<file path="src/rtl/wad_pkg.sv">
package wad_pkg;

	localparam int MAX_SAMPLES_DEF = 64;
	localparam int TAPS            = 4;
	localparam int TAP_W           = $clog2(TAPS);
	localparam int SAMPLE_W        = 16;
	localparam int COEFF_W         = 16;
	localparam int CFG_IDX_W       = 2;
	localparam int FRAC_W          = 14;
	localparam int PROD_W          = SAMPLE_W + COEFF_W;
	localparam int ACC_W           = PROD_W + TAP_W;
	localparam int COEF_OUT_W      = ACC_W - FRAC_W;

	// db2 low-pass analysis taps in Q1.14
	localparam logic signed [COEFF_W-1:0] COEFF_RST [TAPS] = '{
		-16'sd2120, 16'sd3672, 16'sd13705, 16'sd7913
	};

	typedef enum logic [1:0] {
		S_COLLECT,
		S_ISSUE,
		S_DRAIN
	} wad_state_t;

	typedef struct packed {
		logic             store;
		logic             close;
		logic             issue;
		logic [TAP_W-1:0] tap;
		logic             next_out;
	} wad_cmd_t;

	typedef struct packed {
		logic last_out;
		logic idle;
	} wad_sts_t;

endpackage

</file>
<file path="src/rtl/wad_if.sv">
interface wad_in_if;
	import wad_pkg::*;
	logic                       valid;
	logic                       ready;
	logic signed [SAMPLE_W-1:0] sample;
	logic                       frame_end;

	modport source (output valid, sample, frame_end, input ready);
	modport sink (input valid, sample, frame_end, output ready);
endinterface

interface wad_out_if;
	import wad_pkg::*;
	logic                         valid;
	logic                         ready;
	logic signed [COEF_OUT_W-1:0] coefficient;
	logic                         final_res;
	logic                         overflow;

	modport source (output valid, coefficient, final_res, overflow, input ready);
	modport sink (input valid, coefficient, final_res, overflow, output ready);
endinterface

interface wad_cfg_if;
	import wad_pkg::*;
	logic                 valid;
	logic                 ready;
	logic [CFG_IDX_W-1:0] index;
	logic [COEFF_W-1:0]   value;

	modport source (output valid, index, value, input ready);
	modport sink (input valid, index, value, output ready);
endinterface

</file>
<file path="src/rtl/wad_ctrl.sv">
module wad_ctrl (
	input  logic             clk,
	input  logic             arst_n,
	input  logic             in_valid,
	input  logic             in_end,
	output logic             in_ready,
	output wad_pkg::wad_cmd_t cmd,
	input  wad_pkg::wad_sts_t sts
);
	import wad_pkg::*;

	wad_state_t       state_q;
	wad_state_t       state_d;
	logic [TAP_W-1:0] tap_q;

	always_ff @(posedge clk or negedge arst_n) begin
		if (!arst_n) begin
			state_q <= S_COLLECT;
			tap_q   <= '0;
		end else begin
			state_q <= state_d;
			if (cmd.issue) begin
				tap_q <= tap_q + 1'b1;
			end
		end
	end

	always_comb begin
		state_d = state_q;
		unique case (state_q)
			S_COLLECT: begin
				if (in_valid && in_end) begin
					state_d = S_ISSUE;
				end
			end
			S_ISSUE: begin
				if (tap_q == TAP_W'(TAPS - 1)) begin
					state_d = S_DRAIN;
				end
			end
			S_DRAIN: begin
				// wait until the word has left the output register
				if (sts.idle) begin
					state_d = sts.last_out ? S_COLLECT : S_ISSUE;
				end
			end
			default: state_d = S_COLLECT;
		endcase
	end

	always_comb begin
		in_ready     = (state_q == S_COLLECT);
		cmd.store    = in_ready && in_valid;
		cmd.close    = in_ready && in_valid && in_end;
		cmd.issue    = (state_q == S_ISSUE);
		cmd.tap      = tap_q;
		cmd.next_out = (state_q == S_DRAIN) && sts.idle && !sts.last_out;
	end

endmodule

</file>
<file path="src/rtl/wad_datapath.sv">
module wad_datapath #(
	parameter int MAX_SAMPLES = wad_pkg::MAX_SAMPLES_DEF
) (
	input  logic                                  clk,
	input  logic                                  arst_n,
	input  wad_pkg::wad_cmd_t                     cmd,
	output wad_pkg::wad_sts_t                     sts,
	input  logic signed [wad_pkg::SAMPLE_W-1:0]   sample,
	input  logic                                  cfg_we,
	input  logic [wad_pkg::CFG_IDX_W-1:0]         cfg_index,
	input  logic [wad_pkg::COEFF_W-1:0]           cfg_value,
	output logic                                  out_valid,
	input  logic                                  out_take,
	output logic signed [wad_pkg::COEF_OUT_W-1:0] coefficient,
	output logic                                  final_res,
	output logic                                  overflow
);
	import wad_pkg::*;

	localparam int CNT_W  = $clog2(MAX_SAMPLES + 1);
	localparam int ADDR_W = $clog2(MAX_SAMPLES);
	localparam int POS_W  = CNT_W + 3;
	localparam logic signed [POS_W-1:0] ONE_S = 1;
	localparam logic [CNT_W:0]          THREE = 3;

	logic signed [SAMPLE_W-1:0] mem [MAX_SAMPLES];
	logic signed [COEFF_W-1:0]  coeff_q [TAPS];

	logic [CNT_W-1:0] count_q;
	logic [CNT_W-1:0] len_q;
	logic [CNT_W-1:0] n_q;
	logic             drop_q;
	logic             frame_drop_q;
	logic             full;
	logic [CNT_W:0]   total_w;
	logic [CNT_W-1:0] total;

	logic signed [POS_W-1:0] pos;
	logic signed [POS_W-1:0] len_s;
	logic signed [POS_W-1:0] mir;
	logic signed [POS_W-1:0] clamped;
	logic [ADDR_W-1:0]       rd_addr;

	logic                       v_s1;
	logic                       v_s2;
	logic signed [SAMPLE_W-1:0] rd_s1;
	logic [TAP_W-1:0]           tap_s1;
	logic                       last_s1;
	logic signed [PROD_W-1:0]   prod_s2;
	logic [TAP_W-1:0]           tap_s2;
	logic                       last_s2;
	logic signed [ACC_W-1:0]    acc_q;
	logic signed [ACC_W-1:0]    acc_sum;
	logic                       out_valid_q;
	logic signed [COEF_OUT_W-1:0] coef_q;
	logic                       final_q;
	logic                       ovf_q;

	assign full    = (count_q == CNT_W'(MAX_SAMPLES));
	assign total_w = ({1'b0, len_q} + THREE) >> 1;
	assign total   = total_w[CNT_W-1:0];

	always_ff @(posedge clk or negedge arst_n) begin
		if (!arst_n) begin
			coeff_q <= COEFF_RST;
		end else if (cfg_we) begin
			coeff_q[cfg_index] <= cfg_value;
		end
	end

	always_ff @(posedge clk or negedge arst_n) begin
		if (!arst_n) begin
			count_q      <= '0;
			len_q        <= '0;
			n_q          <= '0;
			drop_q       <= 1'b0;
			frame_drop_q <= 1'b0;
		end else begin
			if (cmd.store) begin
				if (!full) begin
					count_q <= count_q + 1'b1;
				end else begin
					drop_q <= 1'b1;
				end
			end
			if (cmd.close) begin
				// a dropped closing word still ends the frame at full length
				len_q        <= full ? count_q : count_q + 1'b1;
				frame_drop_q <= drop_q | full;
				count_q      <= '0;
				drop_q       <= 1'b0;
				n_q          <= CNT_W'(1);
			end
			if (cmd.next_out) begin
				n_q <= n_q + 1'b1;
			end
		end
	end

	always_ff @(posedge clk) begin
		if (cmd.store && !full) begin
			mem[count_q[ADDR_W-1:0]] <= sample;
		end
	end

	// position 2n - tap - 1, mirrored back into the frame at both edges
	always_comb begin
		pos   = POS_W'(signed'({1'b0, n_q, 1'b0})) - POS_W'(signed'({1'b0, cmd.tap})) - ONE_S;
		len_s = POS_W'(signed'({1'b0, len_q}));
		if (pos < 0) begin
			mir = -pos - ONE_S;
		end else if (pos > len_s - ONE_S) begin
			mir = len_s + len_s - pos - ONE_S;
		end else begin
			mir = pos;
		end
		if (mir < 0) begin
			clamped = '0;
		end else if (mir > len_s - ONE_S) begin
			clamped = len_s - ONE_S;
		end else begin
			clamped = mir;
		end
		if (len_q <= CNT_W'(1)) begin
			rd_addr = '0;
		end else begin
			rd_addr = clamped[ADDR_W-1:0];
		end
	end

	always_comb begin
		if (tap_s2 == '0) begin
			acc_sum = ACC_W'(prod_s2);
		end else begin
			acc_sum = acc_q + ACC_W'(prod_s2);
		end
	end

	always_ff @(posedge clk or negedge arst_n) begin
		if (!arst_n) begin
			v_s1        <= 1'b0;
			v_s2        <= 1'b0;
			out_valid_q <= 1'b0;
		end else begin
			v_s1 <= cmd.issue;
			v_s2 <= v_s1;
			if (v_s2 && tap_s2 == TAP_W'(TAPS - 1)) begin
				out_valid_q <= 1'b1;
			end else if (out_take) begin
				out_valid_q <= 1'b0;
			end
		end
	end

	always_ff @(posedge clk) begin
		rd_s1   <= mem[rd_addr];
		tap_s1  <= cmd.tap;
		last_s1 <= sts.last_out;
		prod_s2 <= PROD_W'(rd_s1) * PROD_W'(coeff_q[tap_s1]);
		tap_s2  <= tap_s1;
		last_s2 <= last_s1;
		if (v_s2) begin
			acc_q <= acc_sum;
			if (tap_s2 == TAP_W'(TAPS - 1)) begin
				coef_q  <= acc_sum[ACC_W-1:FRAC_W];
				final_q <= last_s2;
				ovf_q   <= frame_drop_q;
			end
		end
	end

	assign sts.last_out = (n_q == total);
	assign sts.idle     = !v_s1 && !v_s2 && !out_valid_q;
	assign out_valid    = out_valid_q;
	assign coefficient  = coef_q;
	assign final_res    = final_q;
	assign overflow     = ovf_q;

endmodule

</file>
<file path="src/rtl/wavelet_analysis_decimator_top.sv">
// One level of 4-tap wavelet analysis with mirrored frame edges and 2:1 decimation.
// din carries signed samples; the word with frame_end set closes the frame.
// A frame of L samples gives (L+3)/2 coefficient words on dout, the last one
// with final_res set; overflow is set on every word of a frame that had samples
// dropped once the store of MAX_SAMPLES entries was full.
// cfg writes one of the four Q1.14 taps (index 0..3) and is always ready; write
// it only between frames.
// Loading accepts one sample per cycle. After frame_end each coefficient is built
// from four tap reads through the single read port of the frame store, then the
// memory, multiply and accumulate stages, before the word is handed over on dout;
// the next coefficient starts only once that word has been taken. din is not
// ready from frame_end until the last word has been taken and the controller
// has gone back from its drain state to collecting.
// A stalled dout holds its word and the block waits; nothing is lost.
// Reset restores the default db2 taps and empties the frame; the store itself
// is not cleared.
module wavelet_analysis_decimator_top #(
	parameter int MAX_SAMPLES = wad_pkg::MAX_SAMPLES_DEF
) (
	input logic       clk,
	input logic       arst_n,
	wad_in_if.sink    din,
	wad_out_if.source dout,
	wad_cfg_if.sink   cfg
);
	import wad_pkg::*;

	wad_cmd_t cmd;
	wad_sts_t sts;
	logic     in_ready;

	wad_ctrl u_ctrl (
		.clk      (clk),
		.arst_n   (arst_n),
		.in_valid (din.valid),
		.in_end   (din.frame_end),
		.in_ready (in_ready),
		.cmd      (cmd),
		.sts      (sts)
	);

	wad_datapath #(
		.MAX_SAMPLES (MAX_SAMPLES)
	) u_datapath (
		.clk         (clk),
		.arst_n      (arst_n),
		.cmd         (cmd),
		.sts         (sts),
		.sample      (din.sample),
		.cfg_we      (cfg.valid),
		.cfg_index   (cfg.index),
		.cfg_value   (cfg.value),
		.out_valid   (dout.valid),
		.out_take    (dout.valid && dout.ready),
		.coefficient (dout.coefficient),
		.final_res   (dout.final_res),
		.overflow    (dout.overflow)
	);

	assign din.ready = in_ready;
	assign cfg.ready = 1'b1;

	a_no_load_while_pending: assert property (@(posedge clk) disable iff (!arst_n)
		(din.valid && din.ready) |-> !dout.valid)
		else $error("sample word taken while a coefficient is pending");

	a_frame_end_stops_input: assert property (@(posedge clk) disable iff (!arst_n)
		(din.valid && din.ready && din.frame_end) |=> !din.ready)
		else $error("input still open after frame end");

	a_final_reopens_input: assert property (@(posedge clk) disable iff (!arst_n)
		(dout.valid && dout.ready && dout.final_res) |-> ##2 din.ready)
		else $error("input not reopened after final coefficient");

endmodule

</file>
<file path="src/flat_wrapper.sv">
// flat-port wrapper written by rule: the top's interface ports become plain ports
module wavelet_analysis_decimator_top_flat import wad_pkg::*;
#(
	parameter int MAX_SAMPLES = wad_pkg::MAX_SAMPLES_DEF
)
  (clk, arst_n, din_valid, din_sample, din_frame_end, din_ready, dout_valid, dout_coefficient, dout_final_res, dout_overflow, dout_ready, cfg_valid, cfg_index, cfg_value, cfg_ready);
  wad_in_if din_i ();
  wad_out_if dout_i ();
  wad_cfg_if cfg_i ();
  input logic clk;
  input logic arst_n;
  input wire logic [$bits(din_i.valid)-1:0] din_valid;
  input wire logic [$bits(din_i.sample)-1:0] din_sample;
  input wire logic [$bits(din_i.frame_end)-1:0] din_frame_end;
  output wire logic [$bits(din_i.ready)-1:0] din_ready;
  output wire logic [$bits(dout_i.valid)-1:0] dout_valid;
  output wire logic [$bits(dout_i.coefficient)-1:0] dout_coefficient;
  output wire logic [$bits(dout_i.final_res)-1:0] dout_final_res;
  output wire logic [$bits(dout_i.overflow)-1:0] dout_overflow;
  input wire logic [$bits(dout_i.ready)-1:0] dout_ready;
  input wire logic [$bits(cfg_i.valid)-1:0] cfg_valid;
  input wire logic [$bits(cfg_i.index)-1:0] cfg_index;
  input wire logic [$bits(cfg_i.value)-1:0] cfg_value;
  output wire logic [$bits(cfg_i.ready)-1:0] cfg_ready;
  assign din_i.valid = din_valid;
  assign din_i.sample = din_sample;
  assign din_i.frame_end = din_frame_end;
  assign din_ready = din_i.ready;
  assign dout_valid = dout_i.valid;
  assign dout_coefficient = dout_i.coefficient;
  assign dout_final_res = dout_i.final_res;
  assign dout_overflow = dout_i.overflow;
  assign dout_i.ready = dout_ready;
  assign cfg_i.valid = cfg_valid;
  assign cfg_i.index = cfg_index;
  assign cfg_i.value = cfg_value;
  assign cfg_ready = cfg_i.ready;
  wavelet_analysis_decimator_top #(.MAX_SAMPLES(MAX_SAMPLES)) u_core (.clk(clk), .arst_n(arst_n), .din(din_i), .dout(dout_i), .cfg(cfg_i));
endmodule
</file>
<file path="config.mk">
export PLATFORM = sky130hd
export DESIGN_NAME = wavelet_analysis_decimator_top_flat
export DESIGN_NICKNAME = d
export VERILOG_FILES = /design/src/rtl/wad_pkg.sv /design/src/rtl/wad_if.sv /design/src/rtl/wad_ctrl.sv /design/src/rtl/wad_datapath.sv /design/src/rtl/wavelet_analysis_decimator_top.sv /design/src/flat_wrapper.sv
export SDC_FILE = /design/constraint.sdc
export NUM_CORES = 2
export LEC_CHECK = 0
export BUFFER_PORTS_ARGS = -buffer_cell sky130_fd_sc_hd__buf_2
export CAP_MARGIN = 10
export CORE_MARGIN = 2
export CORE_UTILIZATION = 64
export CTS_BUF_LIST = sky130_fd_sc_hd__clkbuf_8
export DETAILED_ROUTE_END_ITERATION = 10
export HOLD_SLACK_MARGIN = 0.12
export PLACE_DENSITY = 0.81
export SYNTH_ARGS = -nofsm -noshare
export SYNTH_HDL_FRONTEND = slang
export SYNTH_HIERARCHICAL = 1
export SYNTH_SLANG_ARGS = --single-unit
</file>
<file path="constraint.sdc">
create_clock -name clk -period 8.2 [get_ports clk]
set_input_delay 0.41 -clock clk [delete_from_list [all_inputs] [get_ports clk]]
set_output_delay 0.41 -clock clk [all_outputs]
set_load 0.02 [all_outputs]
</file>
==> summary.md <==
| Metric | Value |
|---|---|
| Initial core utilization | 0.647 |
| Area contributors post-synth | edfxtp_1 54%, fa_1 8.8%, nand2_1 5.2% |
| Syn-to-layout area delta | 9.99% |
| Min-delay src | cfg_index[1] |
| H-tree levels | 4 |
| IO Pins | 65 |
| CTS Buf Count | 188 |
| Reg-to-reg slack, setup | 0.44 ns |
| Hold EP | u_core/u_datapath/coeff_q[49] |
| Final slew viol count | 0 |
| CTS tree | done |
| Max Cap Violations | 0 |
| Crit Path Max Fanout | 32 |
| Status | complete, no violations |
| Die height | 311 um |
| Routed via count | 40.9k |
| Final setup fails | 0 |
| Register bit count reported by yosys | 1228 |
| FF-to-FF path depth | 27 |
| Post-synth EDFFs | 1080 |
| Core area | 0.0933 mm^2 |
| Fin crit share | 0.946 |
| Largest net degree at the start of global routing | 81 |
| Max Freq | 129 MHz |
| Initial antenna violation count | 6 |
| DR pass1 iterations | 6 |
| Mapped Nets | 5328 |
| Gr usage total | 0.311 |
| Max clock buf depth | 3 |
| Worst path arrival time | 8.53 ns |
| # nets final | 5516 |
| # DRC | 0 |
| Mapped Area | 0.0603 mm^2 |
| Sink Count | 1228 |
| Syn_area_per_cell | 12.4 um^2 |
| Worst EP required | 8.97 ns |
| Vias in the first global route | 40.4k |
| Type of the worst setup path | flip-flop to flip-flop |
| Worst R2R End | u_core/u_datapath/rd_s1[4] |
| Part of the Yosys area used for sequential elements | 0.595 |
| Synth warn | 6 |
| Max-slew headroom | 0.230 |
| Clk slew on worst S/H paths | 0.06 ns |
| Dominant cell type by area after synthesis | edfxtp_1 |
| Crit path max-delay cell type | fa_1 |
| Slew @ Worst Pin | 1.15 ns |
| Row count | 112 |
| Final setup skew | 0.0802 ns |
| Die ar. | 0.0968 mm^2 |
| Most used DFF post-synth | edfxtp_1 |
| Synth Instances | 4874 |
| Class of the worst hold path | primary input to flip-flop |
| Hold path cells | 4 |
| First-pass GRT wire length | 232000 um |
| Top cell type's share of synthesized area | 0.537 |
| Final hold viol count | 0 |
| WL/cell | 23.5 um |
| RePlAce Congestion | 0.892 |
| Clk_lat worst skew | 0.90 ns |
| CP startpoint kind | flip-flop |
| Total Neg Setup Slack | 0 ns |
| Global route overflow | 0 |
| Synth unique cells | 108 |
| Post-DRT Antenna Nets | 0 |
| Final WL | 152000 um |
| DP Wirelength | 96800 um |
| Crit end category | flip-flop |
| Die X | 311 um |
| Fin crit period | 7.76 ns |
| DR vias/cell | 6.32 |
| Clk root buf | clkbuf_8 |
| Largest stage delay on the critical path | 0.54 ns |
| Post-synth ARST share | 0.0765 |
| Ratio of cells with drive above 1 in the final layout | 0.125 |
| PortBufs | 63 |
| Reg-to-reg critical path startpoint | u_core/u_datapath/n_q[0] |
| Iteration-0 DRC count of the detailed router | 5692 |
worst max path at each step:
stage                                                to                         from  cells after the start  slack, ns
after floorplan           u_core/u_datapath/prod_s2[31]  u_core/u_datapath/tap_s1[0]                     27       0.64
after global placement      u_core/u_datapath/rd_s1[11]     u_core/u_datapath/n_q[0]                     28       0.31
after detailed placement    u_core/u_datapath/rd_s1[11]     u_core/u_datapath/n_q[0]                     28      -0.07
after CTS                   u_core/u_datapath/rd_s1[15]     u_core/u_datapath/n_q[0]                     28       0.10
after global routing        u_core/u_datapath/rd_s1[14]     u_core/u_datapath/n_q[0]                     26      -0.05
final                        u_core/u_datapath/rd_s1[4]     u_core/u_datapath/n_q[0]                     27       0.44
synth_stat cells (10+ instances only):
cell / instances
a211o_1: 18
a211oi_1: 14
a21o_1: 26
a21oi_1: 127
a311oi_1: 17
a31oi_1: 45
a41oi_1: 16
and2_1: 107
and3_1: 93
buf_1: 15
buf_2: 85
buf_4: 20
clkbuf_1: 127
dfrtp_1: 61
dfstp_2: 33
dfxtp_1: 54
edfxtp_1: 1080
fa_1: 265
ha_1: 149
inv_1: 327
mux2_2: 69
mux2i_1: 14
mux4_2: 16
nand2_1: 832
nand2b_1: 31
nand3_1: 218
nand4_1: 31
nor2_1: 202
nor2b_1: 12
nor3_1: 52
o2111ai_1: 17
o211ai_1: 26
o21ai_0: 192
o21bai_1: 11
o22ai_1: 214
o31ai_1: 12
or3_1: 10
xnor2_1: 59
xor2_1: 41
flip-flops by register name (all words and copies together), names as in the netlist, 2 cells and up:
register and flops:
u_core/u_datapath/rd_s1 16, u_core/u_ctrl/state_q 2, u_core/u_datapath/coeff_q 64, u_core/u_datapath/prod_s2 32, u_core/u_datapath/len_q 7, u_core/u_datapath/tap_s2 2, u_core/u_datapath/tap_s1 2, u_core/u_datapath/n_q 7
u_core/u_datapath/mem 1024, u_core/u_datapath/count_q 7, u_core/u_ctrl/tap_q 2, u_core/u_datapath/coefficient 20, u_core/u_datapath/acc_q 34
layer usage:
metal / vias to the layer above / global-route usage / part of all wire
met5: - / 0 / 0.000085
met4: 2 / 0.119 / 0.033
met3: 299 / 0.0708 / 0.13
met2: 2703 / 0.482 / 0.46
met1: 20100 / 0.433 / 0.38
li1: 17800 / - / -
what timing repair did:
action	in CTS	in global routing
gates cloned	0	2
resized for setup	1	17
buffers inserted	0	11
endpoints found under the hold margin	129	0
hold buffers	22	0
pin swaps	0	4
setup endpoints to repair	1	17
critical path, delay by kind of cell, from the launching register on:
kind | cells | cell delay (ns)
AOI/OAI and AO/OA | 8 | 1.98
xor gates and xnor gates | 1 | 0.28
adders and majority gates | 3 | 1.19
buffers and inverters | 3 | 0.76
DFF | 1 | 0.48
and+or+nand+nor | 12 | 2.94
area by class of cell:
cell class	instances	area (um^2)
Sequential cell	1228	35900
Clock inverter	150	807
Fill cell	6032	27000
Timing Repair Buffer	250	1960
Antenna cell	5	12.5
Multi-Input combinational cell	3065	22200
Tap cell	1254	1570
Inverter	329	1240
Clock buffer	195	2680
cell families after synthesis:
kind of cell / synth area share
simple gates: 0.124
other cells: 0.0000621
xor+xnor: 0.0151
flops: 0.595
compound gates: 0.0842
fa+ha+maj: 0.119
buf+inv: 0.0402
mux: 0.0223
layout by cell type, fill, tap and decap left out, types with 69 or more instances in the layout:
master,count
edfxtp_1,1080
nand2_1,830
inv_1,404
fa_1,265
nand3_1,218
o22ai_1,214
clkbuf_8,195
nor2_1,190
o21ai_0,190
buf_4,151
ha_1,149
a21oi_1,125
and2_1,106
and3_1,92
mux2_2,69
through the flow:
step / hold slack [ns] / utilization / setup WS, ns / std cells / cell area, um^2
floorplan: 0.114 / - / 0.642 / 4874 / 60300
global placement: 0.273 / 0.669 / 0.306 / 6091 / 62500
detailed placement: 0.271 / 0.669 / -0.0742 / 6091 / 62500
CTS: 0.144 / 0.709 / 0.104 / 6458 / 66200
global route: 0.183 / 0.711 / -0.0530 / 6475 / 66400
finish: 0.208 / 0.711 / 0.440 / 6476 / 66400
Power is not shown: default switching activity piles up to over one toggle a cycle in this logic, so the estimate is an artifact.
